[src/rtl/p2a_pkg.sv]
// ----------------------------------------------------------------------------
// p2a_pkg
// shared types, constants and helpers of the ansi truecolor byte encoder
// ----------------------------------------------------------------------------
package p2a_pkg;

  localparam int unsigned MAX_LINE_PIXELS = 1024;
  localparam int unsigned MAX_FRAME_LINES = 1024;
  localparam int unsigned CFG_W           = 11;
  localparam int unsigned COL_W           = $clog2(MAX_LINE_PIXELS);
  localparam int unsigned ROW_W           = $clog2(MAX_FRAME_LINES);
  localparam int unsigned POS_W           = 5;

  // byte positions inside one pixel's text
  localparam logic [POS_W-1:0] POS_PIXEL_LAST = 5'd20;
  localparam logic [POS_W-1:0] POS_LINE_LAST  = 5'd25;

  // characters
  localparam logic [7:0] CH_ESC   = 8'h1b;
  localparam logic [7:0] CH_LBR   = 8'h5b;
  localparam logic [7:0] CH_ZERO  = 8'h30;
  localparam logic [7:0] CH_TWO   = 8'h32;
  localparam logic [7:0] CH_FOUR  = 8'h34;
  localparam logic [7:0] CH_EIGHT = 8'h38;
  localparam logic [7:0] CH_SEMI  = 8'h3b;
  localparam logic [7:0] CH_M     = 8'h6d;
  localparam logic [7:0] CH_SPACE = 8'h20;
  localparam logic [7:0] CH_NL    = 8'h0a;
  localparam logic [7:0] CH_NUL   = 8'h00;

  // register indexes
  localparam logic REG_LINE_WIDTH   = 1'b0;
  localparam logic REG_FRAME_HEIGHT = 1'b1;

  typedef struct packed {
    logic [7:0] red;
    logic [7:0] green;
    logic [7:0] blue;
    logic [7:0] alpha;
  } pix_t;

  typedef struct packed {
    logic [7:0] out_byte;
    logic       last_of_pixel;
    logic       end_of_frame;
  } txt_t;

  typedef struct packed {
    logic [CFG_W-1:0] line_width;
    logic [CFG_W-1:0] frame_height;
  } cfg_t;

  // one queued pixel: nine bcd digits, r hundreds first, b ones last
  typedef struct packed {
    logic            opaque;
    logic            line_end;
    logic            frame_end;
    logic [8:0][3:0] digits;
  } cmd_t;

  // exact floor(p / 255) for a product of two 8-bit values
  function automatic logic [7:0] div255(input logic [15:0] p);
    logic [16:0] s;
    s = {1'b0, p} + 17'd1 + {9'b0, p[15:8]};
    return s[15:8];
  endfunction

  // three bcd digits of an 8-bit value, hundreds in the top nibble
  function automatic logic [11:0] to_bcd(input logic [7:0] q);
    logic [3:0]  h;
    logic [7:0]  rem;
    logic [14:0] prod;
    logic [3:0]  t;
    logic [7:0]  o;
    if (q >= 8'd200) begin
      h   = 4'd2;
      rem = q - 8'd200;
    end else if (q >= 8'd100) begin
      h   = 4'd1;
      rem = q - 8'd100;
    end else begin
      h   = 4'd0;
      rem = q;
    end
    prod = {8'b0, rem[6:0]} * 15'd205;
    t    = prod[14:11];
    o    = rem - {t, 3'b0} - {3'b0, t, 1'b0};
    return {h, t, o[3:0]};
  endfunction

endpackage

[src/rtl/pixel_to_ansi_truecolor_bytes.sv]
// ----------------------------------------------------------------------------
// pixel_to_ansi_truecolor_bytes
// rgba pixel stream to ansi truecolor terminal text, one byte per beat
// ----------------------------------------------------------------------------
// each accepted pixel turns into 21 output bytes (ESC[48;2;RRR;GGG;BBBm and
// two spaces, or ESC[ sixteen zeros m and two spaces when alpha is 0), and
// into 26 bytes on the last pixel of a line, where ESC[0m and a newline
// follow; on the last line of the frame a zero byte replaces the newline.
// colours are scaled as floor(c*alpha/255). the back part sends one byte per
// cycle unless out_ready holds the output register; a pixel passes the front
// product register, the queue and the back command and output registers. a
// two-entry queue sits between the pixel front end and the byte serializer,
// so pixels are taken while earlier ones are still being sent.
// line_width lies at address 0 and frame_height at address 4 (11 bits each,
// 0 acts as 1, values above 1024 act as 1024).
// ----------------------------------------------------------------------------
module pixel_to_ansi_truecolor_bytes import p2a_pkg::*; (
  input  logic        clk,
  input  logic        rst_n,
  // pixel input
  input  logic        in_valid,
  output logic        in_ready,
  input  pix_t        in_data,
  // text output
  output logic        out_valid,
  input  logic        out_ready,
  output txt_t        out_data,
  // configuration
  input  logic        psel,
  input  logic        penable,
  input  logic        pwrite,
  input  logic [2:0]  paddr,
  input  logic [31:0] pwdata,
  output logic [31:0] prdata,
  output logic        pready
);

  logic [CFG_W-1:0] line_width_r, frame_height_r;
  logic             wr_en;
  cfg_t             cfg;

  // register write on the access phase
  assign pready = 1'b1;
  assign wr_en  = psel && penable && pwrite && pready;

  always_ff @(posedge clk) begin
    if (!rst_n) begin
      line_width_r   <= CFG_W'(80);
      frame_height_r <= CFG_W'(24);
    end else if (wr_en) begin
      case (paddr[2])
        REG_LINE_WIDTH:   line_width_r   <= pwdata[CFG_W-1:0];
        REG_FRAME_HEIGHT: frame_height_r <= pwdata[CFG_W-1:0];
        default: ;
      endcase
    end
  end

  // readback
  always_comb begin
    case (paddr[2])
      REG_LINE_WIDTH:   prdata = {{(32-CFG_W){1'b0}}, line_width_r};
      REG_FRAME_HEIGHT: prdata = {{(32-CFG_W){1'b0}}, frame_height_r};
      default:          prdata = '0;
    endcase
  end

  assign cfg.line_width   = line_width_r;
  assign cfg.frame_height = frame_height_r;

  // front: pixel beats, position tracking, scaling, digit split
  logic push, full, pop, empty;
  cmd_t push_cmd, pop_cmd;

  p2a_front u_front (
    .clk      (clk),
    .rst_n    (rst_n),
    .cfg      (cfg),
    .in_valid (in_valid),
    .in_ready (in_ready),
    .in_data  (in_data),
    .push     (push),
    .push_cmd (push_cmd),
    .full     (full)
  );

  // queue of per-pixel commands
  p2a_fifo u_fifo (
    .clk      (clk),
    .rst_n    (rst_n),
    .push     (push),
    .push_cmd (push_cmd),
    .full     (full),
    .pop      (pop),
    .pop_cmd  (pop_cmd),
    .empty    (empty)
  );

  // back: byte serializer with output register
  p2a_back u_back (
    .clk       (clk),
    .rst_n     (rst_n),
    .empty     (empty),
    .pop_cmd   (pop_cmd),
    .pop       (pop),
    .out_valid (out_valid),
    .out_ready (out_ready),
    .out_data  (out_data)
  );

endmodule

[src/rtl/p2a_front.sv]
// ----------------------------------------------------------------------------
// p2a_front
// accepts pixels, tracks line and frame position, scales and converts colours
// ----------------------------------------------------------------------------
module p2a_front import p2a_pkg::*; (
  input  logic clk,
  input  logic rst_n,
  input  cfg_t cfg,
  input  logic in_valid,
  output logic in_ready,
  input  pix_t in_data,
  output logic push,
  output cmd_t push_cmd,
  input  logic full
);

  logic             s1_valid_r;
  logic [15:0]      pr_r, pg_r, pb_r;
  logic             opaque_r, line_end_r, frame_end_r;
  logic [COL_W-1:0] col_r, col_nxt;
  logic [ROW_W-1:0] row_r, row_nxt;
  logic [CFG_W-1:0] w_eff, h_eff, col_inc, row_inc;
  logic             line_end, frame_end, accept;

  always_comb begin
    if (cfg.line_width == '0) w_eff = CFG_W'(1);
    else if (cfg.line_width > CFG_W'(MAX_LINE_PIXELS)) w_eff = CFG_W'(MAX_LINE_PIXELS);
    else w_eff = cfg.line_width;
    if (cfg.frame_height == '0) h_eff = CFG_W'(1);
    else if (cfg.frame_height > CFG_W'(MAX_FRAME_LINES)) h_eff = CFG_W'(MAX_FRAME_LINES);
    else h_eff = cfg.frame_height;
  end

  assign col_inc   = CFG_W'(col_r) + CFG_W'(1);
  assign row_inc   = CFG_W'(row_r) + CFG_W'(1);
  assign line_end  = col_inc >= w_eff;
  assign frame_end = line_end && (row_inc >= h_eff);

  assign push     = s1_valid_r && !full;
  assign in_ready = !s1_valid_r || !full;
  assign accept   = in_valid && in_ready;

  always_comb begin
    col_nxt = col_r;
    row_nxt = row_r;
    if (accept) begin
      if (line_end) begin
        col_nxt = '0;
        row_nxt = frame_end ? '0 : row_inc[ROW_W-1:0];
      end else begin
        col_nxt = col_inc[COL_W-1:0];
      end
    end
  end

  always_ff @(posedge clk) begin
    if (!rst_n) begin
      s1_valid_r <= 1'b0;
      col_r      <= '0;
      row_r      <= '0;
    end else begin
      col_r <= col_nxt;
      row_r <= row_nxt;
      if (accept) s1_valid_r <= 1'b1;
      else if (push) s1_valid_r <= 1'b0;
    end
  end

  always_ff @(posedge clk) begin
    if (accept) begin
      pr_r        <= in_data.red   * in_data.alpha;
      pg_r        <= in_data.green * in_data.alpha;
      pb_r        <= in_data.blue  * in_data.alpha;
      opaque_r    <= in_data.alpha != 8'd0;
      line_end_r  <= line_end;
      frame_end_r <= frame_end;
    end
  end

  // second stage: divide by 255 and split into decimal digits
  logic [11:0] bcd_r, bcd_g, bcd_b;
  assign bcd_r = to_bcd(div255(pr_r));
  assign bcd_g = to_bcd(div255(pg_r));
  assign bcd_b = to_bcd(div255(pb_r));

  always_comb begin
    push_cmd.opaque    = opaque_r;
    push_cmd.line_end  = line_end_r;
    push_cmd.frame_end = frame_end_r;
    push_cmd.digits[0] = bcd_r[11:8];
    push_cmd.digits[1] = bcd_r[7:4];
    push_cmd.digits[2] = bcd_r[3:0];
    push_cmd.digits[3] = bcd_g[11:8];
    push_cmd.digits[4] = bcd_g[7:4];
    push_cmd.digits[5] = bcd_g[3:0];
    push_cmd.digits[6] = bcd_b[11:8];
    push_cmd.digits[7] = bcd_b[7:4];
    push_cmd.digits[8] = bcd_b[3:0];
  end

endmodule

[src/rtl/p2a_fifo.sv]
// ----------------------------------------------------------------------------
// p2a_fifo
// two-entry command queue between the front and back parts
// ----------------------------------------------------------------------------
module p2a_fifo import p2a_pkg::*; (
  input  logic clk,
  input  logic rst_n,
  input  logic push,
  input  cmd_t push_cmd,
  output logic full,
  input  logic pop,
  output cmd_t pop_cmd,
  output logic empty
);

  cmd_t       mem_r [2];
  logic       wr_r, rd_r;
  logic [1:0] cnt_r;

  assign full    = cnt_r == 2'd2;
  assign empty   = cnt_r == 2'd0;
  assign pop_cmd = mem_r[rd_r];

  always_ff @(posedge clk) begin
    if (push) mem_r[wr_r] <= push_cmd;
  end

  always_ff @(posedge clk) begin
    if (!rst_n) begin
      wr_r  <= 1'b0;
      rd_r  <= 1'b0;
      cnt_r <= 2'd0;
    end else begin
      if (push) wr_r <= !wr_r;
      if (pop) rd_r <= !rd_r;
      cnt_r <= cnt_r + {1'b0, push} - {1'b0, pop};
    end
  end

endmodule

[src/rtl/p2a_back.sv]
// ----------------------------------------------------------------------------
// p2a_back
// serializes a queued pixel to text bytes, one beat per cycle unless stalled
// ----------------------------------------------------------------------------
module p2a_back import p2a_pkg::*; (
  input  logic clk,
  input  logic rst_n,
  input  logic empty,
  input  cmd_t pop_cmd,
  output logic pop,
  output logic out_valid,
  input  logic out_ready,
  output txt_t out_data
);

  logic             cur_valid_r;
  cmd_t             cmd_r;
  logic [POS_W-1:0] pos_r;
  logic             out_valid_r;
  txt_t             out_r;
  logic             out_free, emit, last;
  logic [POS_W-1:0] last_pos;
  logic [7:0]       ch;

  assign out_free = !out_valid_r || out_ready;
  assign emit     = cur_valid_r && out_free;
  assign last_pos = cmd_r.line_end ? POS_LINE_LAST : POS_PIXEL_LAST;
  assign last     = pos_r == last_pos;
  assign pop      = !empty && (!cur_valid_r || (emit && last));

  function automatic logic [7:0] dch(input logic [3:0] d);
    return CH_ZERO | {4'b0, d};
  endfunction

  always_comb begin
    ch = CH_ZERO;
    case (pos_r)
      5'd0, 5'd21: ch = CH_ESC;
      5'd1, 5'd22: ch = CH_LBR;
      5'd18, 5'd24: ch = CH_M;
      5'd19, 5'd20: ch = CH_SPACE;
      5'd23: ch = CH_ZERO;
      5'd25: ch = cmd_r.frame_end ? CH_NUL : CH_NL;
      default: begin
        if (cmd_r.opaque) begin
          case (pos_r)
            5'd2:  ch = CH_FOUR;
            5'd3:  ch = CH_EIGHT;
            5'd5:  ch = CH_TWO;
            5'd4, 5'd6, 5'd10, 5'd14: ch = CH_SEMI;
            5'd7:  ch = dch(cmd_r.digits[0]);
            5'd8:  ch = dch(cmd_r.digits[1]);
            5'd9:  ch = dch(cmd_r.digits[2]);
            5'd11: ch = dch(cmd_r.digits[3]);
            5'd12: ch = dch(cmd_r.digits[4]);
            5'd13: ch = dch(cmd_r.digits[5]);
            5'd15: ch = dch(cmd_r.digits[6]);
            5'd16: ch = dch(cmd_r.digits[7]);
            5'd17: ch = dch(cmd_r.digits[8]);
            default: ch = CH_ZERO;
          endcase
        end
      end
    endcase
  end

  always_ff @(posedge clk) begin
    if (!rst_n) begin
      cur_valid_r <= 1'b0;
      pos_r       <= '0;
      out_valid_r <= 1'b0;
    end else begin
      if (pop) begin
        cur_valid_r <= 1'b1;
        pos_r       <= '0;
      end else if (emit) begin
        if (last) cur_valid_r <= 1'b0;
        pos_r <= pos_r + POS_W'(1);
      end
      if (emit) out_valid_r <= 1'b1;
      else if (out_ready) out_valid_r <= 1'b0;
    end
  end

  always_ff @(posedge clk) begin
    if (pop) cmd_r <= pop_cmd;
    if (emit) begin
      out_r.out_byte      <= ch;
      out_r.last_of_pixel <= last;
      out_r.end_of_frame  <= last && cmd_r.line_end && cmd_r.frame_end;
    end
  end

  assign out_valid = out_valid_r;
  assign out_data  = out_r;

`ifndef SYNTH
  a_eof_is_last: assert property (@(posedge clk) disable iff (!rst_n)
    out_valid_r && out_r.end_of_frame |-> out_r.last_of_pixel)
    else $error("end_of_frame without last_of_pixel");
  a_eof_is_nul: assert property (@(posedge clk) disable iff (!rst_n)
    out_valid_r && out_r.end_of_frame |-> out_r.out_byte == CH_NUL)
    else $error("end_of_frame on a nonzero byte");
  a_pos_range: assert property (@(posedge clk) disable iff (!rst_n)
    cur_valid_r |-> pos_r <= POS_LINE_LAST)
    else $error("byte position past the line tail");
`endif

endmodule
[config.mk]
export PLATFORM = sky130hd
export DESIGN_NAME = pixel_to_ansi_truecolor_bytes
export DESIGN_NICKNAME = d
export VERILOG_FILES = /design/src/rtl/p2a_pkg.sv /design/src/rtl/pixel_to_ansi_truecolor_bytes.sv /design/src/rtl/p2a_front.sv /design/src/rtl/p2a_fifo.sv /design/src/rtl/p2a_back.sv
export SDC_FILE = /design/constraint.sdc
export NUM_CORES = 1
export LEC_CHECK = 0
export BUFFER_PORTS_ARGS = -buffer_cell sky130_fd_sc_hd__buf_4
export CAP_MARGIN = 15
export CELL_PAD_IN_SITES_DETAIL_PLACEMENT = 2
export CELL_PAD_IN_SITES_GLOBAL_PLACEMENT = 2
export CORE_MARGIN = 4
export CORE_UTILIZATION = 45
export CTS_BUF_LIST = sky130_fd_sc_hd__clkbuf_4 sky130_fd_sc_hd__clkbuf_8
export DETAILED_ROUTE_END_ITERATION = 8
export GPL_TIMING_DRIVEN = 0
export PLACE_DENSITY_LB_ADDON = 0.1
export SLEW_MARGIN = 10
export SYNTH_ARGS = -nofsm -noshare
export SYNTH_HDL_FRONTEND = slang
export SYNTH_SLANG_ARGS = --single-unit
[constraint.sdc]
create_clock -name clk -period 20.3 [get_ports clk]
set_input_delay 3.045 -clock clk [delete_from_list [all_inputs] [get_ports clk]]
set_output_delay 3.045 -clock clk [all_outputs]
set_load 0.02 [all_outputs]
=== Word-level counts from Yosys, hierarchy flattened ===
Memory sizes are Yosys's and may differ from the RTL's. A register that Yosys moved wholly into a read port is not among the register bits.
Index checks and enable logic that the tools add are counted.

* Output and inout bits: 45
* Memories: 1
* Word-level logic and storage cells: 161
* Bits in writable memories: 78
* Register bits: 115

* Equality and inequality tests: 27
* Bitwise logic cells: 2
* Reduce and logical (&&, ||, !) cells: 39
* Add/sub/neg operators: 23
* Order comparisons: 10
* Muxes and demuxes: 33
* Multiply operators: 6

{| class="wikitable"
|+ Memory list
! name !! depth !! width !! rd ports !! clocked after memory_dff !! wr ports !! RTL line !! RTL
|-
| u_fifo.mem_r || 2 || 39 || 1 || 1 || 1 || p2a_fifo.sv:16 || <nowiki>cmd_t mem_r [2];</nowiki>
|}

{| class="wikitable"
|+ Operators with widths
! cell !! count
|-
| case mux 32 bit (2 select lines) || 1
|-
| case mux 4 bit (13 select lines) || 1
|-
| equality test 5 bit (second input constant) || 10
|-
| adder 16 x 1 -> 16 bit (second input constant) || 3
|-
| adder 16 x 8 -> 16 bit || 3
|-
| multiplier 8 x 8 -> 16 bit || 3
|-
| case mux 8 bit (6 select lines) || 1
|-
| multiplier 7 x 8 -> 15 bit (second input constant) || 3
|-
| two-way mux 11 bit || 4
|-
| two-way mux 7 bit || 6
|-
| subtractor 7 bit (second input constant) || 6
|-
| equality test 5 x 4 -> 1 bit (second input constant) || 8
|-
| greater-or-equal comparator 8 x 7 -> 1 bit (second input constant) || 3
|-
| greater-or-equal comparator 8 bit (second input constant) || 3
|-
| subtractor 4 bit || 6
|-
| adder 10 x 1 -> 11 bit (second input constant) || 2
|-
| greater-or-equal comparator 11 bit || 2
|-
| > comparator 11 bit (second input constant) || 2
|-
| logical NOT 11 bit || 2
|-
| equality test 5 x 3 -> 1 bit (second input constant) || 4
|-
| two-way mux 10 bit || 2
|-
| two-way mux 4 bit || 5
|-
| two-way mux 1 bit || 12
|-
| equality test 5 x 2 -> 1 bit (second input constant) || 2
|-
| other kinds (18) || 46
|}

=== Depth between registers and ports, before layout ===
Gate-level depths: netlist of run 1.

* Depth after elaboration: 8
* Depth in mapped cells: 39
* Depth with buffers taken out: 38

=== By module ===
Synthesis of run 1 repeated with hierarchy kept, for this count alone.

* Cells, all modules: 2038
* Area, all modules: 20868.8 sq um

{| class="wikitable"
|+ Modules (own cells, without submodules)
! module !! times used !! area each (sq um) !! seq. area each (sq um) !! cells each
|-
| p2a_front || 1 || 14029.7 || 1951.9 || 1563
|-
| p2a_fifo || 1 || 3085.5 || 2442.3 || 142
|-
| p2a_back || 1 || 2561.2 || 1581.5 || 208
|-
| pixel_to_ansi_truecolor_bytes || 1 || 1192.4 || 440.4 || 125
|}

=== Worst setup path before layout of run 1 ===
No wires, ideal clock.

* Path kind: flip-flop to flip-flop
* Start: reg u_front.pr_r[10]
* End: mem u_fifo.mem_r[0][11] (netlist name) (data pin)
* Path buffers: 1
* Setup slack: 12541 ps
* Stages on the path, launching flop included: 34
* Arrival: 7488 ps
* Setup time: 271 ps
* Data required time: 20029 ps
* Path through: edfxtp_1 > ha_1 > a21oi_1 > a21oi_2 > o221a_1 > buf_6 > and3_1 > xnor2_1 > ha_1 > and2_0 > or3_1 > a211o_1 > a311oi_4 > a21boi_0 > o21ai_0 > nand3b_1 > o21ai_0 > ha_1 > ha_1 > fa_1 > inv_1 > fa_1 > inv_1 > ha_1 > nand4_1 > or4_4 > a21oi_4 > o21a_2 > nor2_1 > xnor2_1 > ha_1 > nand2_1 > and3b_1 > xnor3_1

{| class="wikitable"
|+ RTL lines
! what !! RTL line !! RTL
|-
| start, declared || p2a_front.sv:18 || <nowiki>logic [15:0] pr_r, pg_r, pb_r;</nowiki>
|-
| start signal, assigned || p2a_front.sv:71 || <nowiki>pr_r <= in_data.red * in_data.alpha;</nowiki>
|-
| end, declared || p2a_fifo.sv:16 ||
|}

==> results of run 1 <==
==> through the flow <==
stage | hold slack (ns) | setup slack (ns)
after global placement | 0.427 | 11.72
after detailed placement | 0.469 | 11.07
after CTS | 0.482 | 10.96
after global routing | 0.489 | 10.15
final | 0.487 | 10.94
after floorplan | 0.421 | 12.54
==> sequential cells by signal, summed over array words and instances (netlist names), 10 cells and up <==
signal	cells
u_fifo.mem_r	66
u_back.cmd_r	33
u_front.col_r	10
frame_height_r	11
u_front.pg_r	16
u_front.row_r	10
line_width_r	11
u_front.pb_r	16
u_front.pr_r	16
==> per-layer routing <==
metal,up-vias,GRT usage (%),wire length (um)
met3,106,2.59,1380
met4,0,7.42,1680
met1,7660,29.0,23300
met2,223,47.9,31300
met5,-,0,0
li1,6980,-,-
==> cells in the mapped netlist, drive strengths merged (10+ instances only) <==
library cell  count  share of area, %
nor2b            12              0.38
nand2b           16              0.51
inv             251               4.8
nor4             10              0.32
clkbuf           54               1.0
fa              132                14
o21ai            69               1.8
o21a             13              0.51
a21o             17              0.65
nand3            24              0.61
nand2           215               4.1
and3             22              0.70
a21oi            90               2.4
nor3             19              0.51
nand4            13              0.42
nor2             82               1.6
mux2             43               2.5
and2            128               4.1
edfxtp          159                24
nand3b           10              0.38
buf              29               1.0
a21boi           11              0.44
xor2             31               1.4
dfxtp            54               5.5
ha              270                17
xnor2            69               3.2
a22o             14              0.63
==> kinds of logic after synthesis <==
kind of cell             count (synthesis)
XOR/XNOR                               101
AO/OA/AOI/OAI                          305
flip-flops                             213
buffers and inverters                  335
multiplexers                            48
other                                    2
adder cells (fa/ha/maj)                402
AND/OR/NAND/NOR                        572
==> area by class of cell <==
class / count / area share [%]
flip-flops and latches: 213 / 26.9
clock buffers: 46 / 2.77
well taps: 585 / 3.37
diodes: 1 / 0.0115
multi-input cells: 1451 / 57.2
inverters: 252 / 4.35
clock inverters: 26 / 0.690
plain buffers: 83 / 1.87
repair buffers: 75 / 2.78
==> worst paths after layout <==
path                                       from  cells past startpoint                       endpoint  slack, ns
hold reg to reg   u_front.frame_end_r$_DFFE_PP_                      0  u_fifo.mem_r[0][36]$_DFFE_PP_       0.49
hold / removal    u_front.frame_end_r$_DFFE_PP_                      0  u_fifo.mem_r[0][36]$_DFFE_PP_       0.49
setup / recovery     u_front.pb_r[15]$_DFFE_PP_                     35  u_fifo.mem_r[0][35]$_DFFE_PP_      10.94
setup reg to reg     u_front.pb_r[15]$_DFFE_PP_                     35  u_fifo.mem_r[0][35]$_DFFE_PP_      10.94
==> results.yml, run 1 <==
run_status:
  status: "completed"
timing:
  totalNegativeSetupSlack_ns: 0
  finalCritPeriodShare_pct: 46.1
  fin_worst_skew_ns: 0.0220
  worst_slew_pin_slew_ns: 1.09
  timing.final.max_slew_violations: 0
  max-slew-margin-rel_pct: 25.3
  setup_violations: 0
  post-route-min-period_ns: 9.36
  grt_setup_unrepaired: "no"
  fmaxAchievable_ghz: 0.107
  hold_viol_final: 0
layout:
  final_cell_mix: "sky130_fd_sc_hd__ha_1, sky130_fd_sc_hd__inv_1, sky130_fd_sc_hd__nand2_1"
  post_route_cells_drive_above_1_share_pct: 10.5
  finalCoreUtilization_pct: 50.6
  finalNetCount: 2591
  total_area_of_multi_input_combinational_cells_sq_um: 12400
  nFillCells: 4579
  postLayoutCellArea_sq_um: 21700
  area.sequential_sq_um: 5860
  layout_commonest_cell: "sky130_fd_sc_hd__ha_1"
  layout-area-overhead-vs-synth_pct: 11.2
  stdcell_count: 2732
synth:
  yosys_warnings: 0
  synth.cell_area_sq_um: 19600
  postSynthCellCount: 1978
  asyncSetResetFlopFracSynth_pct: 0
  synthAdderAreaFrac_pct: 30.8
  synth-seq-area-share_pct: 29.9
  synth_simple_gate_area_share_pct: 14.5
  synth_mux_area_share_pct: 2.73
  main_combinational_cell_family_by_area_after_synthesis: "adder cells"
  postSynth.topFlopCell: "sky130_fd_sc_hd__edfxtp_1"
  ys_ff_latch: 213
  synth-edff-count: 159
  xor_xnor_portion_of_the_synthesized_cell_area_pct: 4.69
  synthesis.area_per_instance_sq_um: 9.89
  synth_compound_area_share_pct: 10.4
  yosys.cell_types.count: 83
placement:
  placement.io_buffers: 71
  place_congestion: 0.837
  post_placement_cell_count: 2658
  post_dp_cell_area_sq_um: 21000
  detailed_place_hpwl_um: 45800
floorplan:
  ios: 119
  initial_core_util_pct: 45.5
  floorplan.die.height_um: 216
  coreArea_sq_um: 43000
  full_die_area_sq_um: 46900
  row_count: 76
  chipWidth_um: 216
grt:
  groute.usage.overall_pct: 24.9
  grt_max_degree: 34
  antenna_found_initial: 0
  first_global_vias: 17500
  final_global_route_overflow_total: 0
  grt_first_pass_wirelength_um: 94300
job:
  maxCapViolCount: 0
detailed_routing:
  drt_pre_antenna_iters: 4
  via_per_inst: 5.48
  drt.antenna.violating_nets: 0
  post-route-drc-count: 0
  routed_wirelength_um: 57700
  via_count: 15000
  route.detailed.wl_per_inst_um: 21.1
  drt_iter0_markers: 658
worst_setup_path:
  timing.critical_path.from_type: "flop"
  crit_arrival_ns: 9.74
  setup.worst_path.end_class: "flop"
  crit_slowest_cell: "sky130_fd_sc_hd__o2bb2ai_1"
  cp.buffers_inverters: 3
  critical_path_type: "flop to flop"
  timing.critical_path.max_delay_family: "adder cells"
  crit_path_max_fanout: 9
  critPathRequiredTime_ns: 20.68
  max_stage_delay_ns: 0.65
clock_tree:
  cts.reportedPaths.clkPinSlew_ns: 0.06
  cts_inserted_buffers: 39
  clock_tree.buffer_depth: 3
  insertion_delay_ns: 0.57
  cts_tree: "built"
  post_cts_buffers: 0
  cts_root_buffer: "sky130_fd_sc_hd__clkbuf_8"
  postCtsResizedCells: 0
  cts.sinks: 213
  cts.hold.buffers_added: 0
  cts_htree_levels: 2
hold_path:
  min-delay-path-class: "flop to flop"
Power of run 1 is not shown: default switching activity piles up to over one toggle a cycle in this logic, so the estimate is an artifact.
==> inputs of run 2 (changes only) <==
--- a/config.mk
+++ b/config.mk
@@ -10,7 +10,7 @@
 export CELL_PAD_IN_SITES_DETAIL_PLACEMENT = 2
 export CELL_PAD_IN_SITES_GLOBAL_PLACEMENT = 2
 export CORE_MARGIN = 4
-export CORE_UTILIZATION = 45
+export CORE_UTILIZATION = 42
 export CTS_BUF_LIST = sky130_fd_sc_hd__clkbuf_4 sky130_fd_sc_hd__clkbuf_8
 export DETAILED_ROUTE_END_ITERATION = 8
 export GPL_TIMING_DRIVEN = 0
==> constraint.sdc (replaced) <==
create_clock -name clk -period 9.48 [get_ports clk]
set_input_delay 1.422 -clock clk [delete_from_list [all_inputs] [get_ports clk]]
set_output_delay 1.422 -clock clk [all_outputs]
set_load 0.02 [all_outputs]
==> run 2 against run 1 <==
Compared with the run above: sequential share of layout area is 0.11 points lower; count of clock-buffer cells in the layout grew 4; fmax is 4.2% higher; non-clock buffer count up 3; global-route usage shrank 2.9 points; register-to-register slack worse by 10 ns; final cell count up 0.55%; setup slack got worse by 10 ns; core utilization is 2.8 points lower.
==> results.yml, run 2 (same netlist as run 1, synthesis figures left out) <==
detailed_routing:
  via_per_inst: 5.38
  post-route-drc-count: 0
  route.detailed.wl_per_inst_um: 20.1
  drt.antenna.violating_nets: 0
  drt_pre_antenna_iters: 4
  routed_wirelength_um: 55200
  via_count: 14800
  drt_iter0_markers: 563
clock_tree:
  cts_root_buffer: "sky130_fd_sc_hd__clkbuf_8"
  cts_inserted_buffers: 39
  clock_tree.buffer_depth: 3
  cts_tree: "built"
  cts_htree_levels: 2
  insertion_delay_ns: 0.56
  cts.hold.buffers_added: 0
  cts.sinks: 213
  cts.reportedPaths.clkPinSlew_ns: 0.06
timing:
  hold_viol_final: 0
  finalCritPeriodShare_pct: 94.7
  max-slew-margin-rel_pct: 24.2
  grt_setup_unrepaired: "no"
  fin_worst_skew_ns: 0.0237
  fmaxAchievable_ghz: 0.111
  setup_violations: 0
  post-route-min-period_ns: 8.98
  worst_slew_pin_slew_ns: 1.11
  timing.final.max_slew_violations: 0
  totalNegativeSetupSlack_ns: 0
layout:
  final_cell_mix: "sky130_fd_sc_hd__ha_1, sky130_fd_sc_hd__inv_1, sky130_fd_sc_hd__nand2_1"
  layout-area-overhead-vs-synth_pct: 11.7
  post_route_cells_drive_above_1_share_pct: 10.7
  register_bank_with_the_most_flops: "u_fifo.mem_r"
  largest_register_ffs: 66
  finalCoreUtilization_pct: 47.8
  layout_commonest_cell: "sky130_fd_sc_hd__ha_1"
  reg_top3: "u_fifo.mem_r: 66 flops, u_back.cmd_r: 33 flops"
  finalNetCount: 2594
grt:
  antenna_found_initial: 1
  final_global_route_overflow_total: 0
  groute.usage.overall_pct: 22.0
  first_global_vias: 17100
  grt_first_pass_wirelength_um: 90300
  grt_max_degree: 34
worst_setup_path:
  critical_path_type: "flop to flop"
  setup.worst_path.end_class: "flop"
  timing.critical_path.from_type: "flop"
  max_stage_delay_ns: 0.51
  crit_path_max_fanout: 7
  crit_arrival_ns: 9.26
  cp_common_cell: "sky130_fd_sc_hd__ha_1"
  crit_slowest_cell: "sky130_fd_sc_hd__edfxtp_1"
  critPathRequiredTime_ns: 9.76
placement:
  place_congestion: 0.835
  detailed_place_hpwl_um: 43700
  placement.io_buffers: 71
floorplan:
  chipWidth_um: 224
  initial_core_util_pct: 42.8
  full_die_area_sq_um: 50100
  coreArea_sq_um: 45700
  ios: 119
  row_count: 78
  floorplan.die.height_um: 224
run_status:
  status: "completed"
job:
  maxCapViolCount: 0
hold_path:
  min-delay-path-class: "flop to flop"
-- run 2: cell count changes in the layout (fill, tap and decap cells not counted), sizes merged --
cell and change:
clkinv -7, buf +4, clkbuf +3, bufinv +2, clkinvlp -2
-- run 2: critical path, delay by kind of cell (launching register included) --
kind | cells | cell delay [ns]
AOI/OAI and AO/OA | 10 | 2.41
xor gates and xnor gates | 3 | 1.06
DFF | 1 | 0.51
and+or+nand+nor | 9 | 1.66
adders and majority gates | 8 | 2.86
buffers and inverters | 3 | 0.22
-- run 2: path summary, 6_finish.rpt --
check / from / to / slack, ns / cells past startpoint
setup / recovery: u_front.pr_r[14]$_DFFE_PP_ / u_fifo.mem_r[0][11]$_DFFE_PP_ / 0.50 / 33
hold / removal: u_front.line_end_r$_DFFE_PP_ / u_fifo.mem_r[1][37]$_DFFE_PP_ / 0.46 / 0
setup reg to reg: u_front.pr_r[14]$_DFFE_PP_ / u_fifo.mem_r[0][11]$_DFFE_PP_ / 0.50 / 33
hold reg to reg: u_front.line_end_r$_DFFE_PP_ / u_fifo.mem_r[1][37]$_DFFE_PP_ / 0.46 / 0
-- run 2: timing repair --
action	CTS	global route
buffers inserted	0	4
endpoints found under the setup margin	0	6
resized for setup	0	3
-- run 2: cell type report --
cell class                 count  area (sq um)
fill                        4918         23800
multi-input combinational   1451         12500
sequential                   213          5860
inverter                     252           946
tap                          600           751
timing repair buffer          79           636
clock buffer                  50           626
buffer                        82           403
clock inverter                19           164
antenna                        1          2.50
-- run 2: through the flow --
stage	hold WS (ns)	instances	cell area (sq um)	setup slack (ns)
2_1_floorplan	0.421	1999	19600	1.72
3_3_place_gp	0.427	2670	20900	0.886
3_5_place_dp	0.451	2674	21000	0.400
4_1_cts	0.465	2743	21800	0.231
5_1_grt	0.474	2746	21800	0.00187
6_report	0.458	2747	21800	0.502
-- run 2: layer usage --
layer	track usage, %	share of wire (%)	wire length (um)	vias up
li1	-	-	-	6993
met1	26.3	42	23000	7536
met2	42.3	54	29800	174
met3	2.18	2.2	1220	83
met4	5.15	2.1	1140	0
met5	0	0	0	-
Power of run 2 is left out for the same reason.
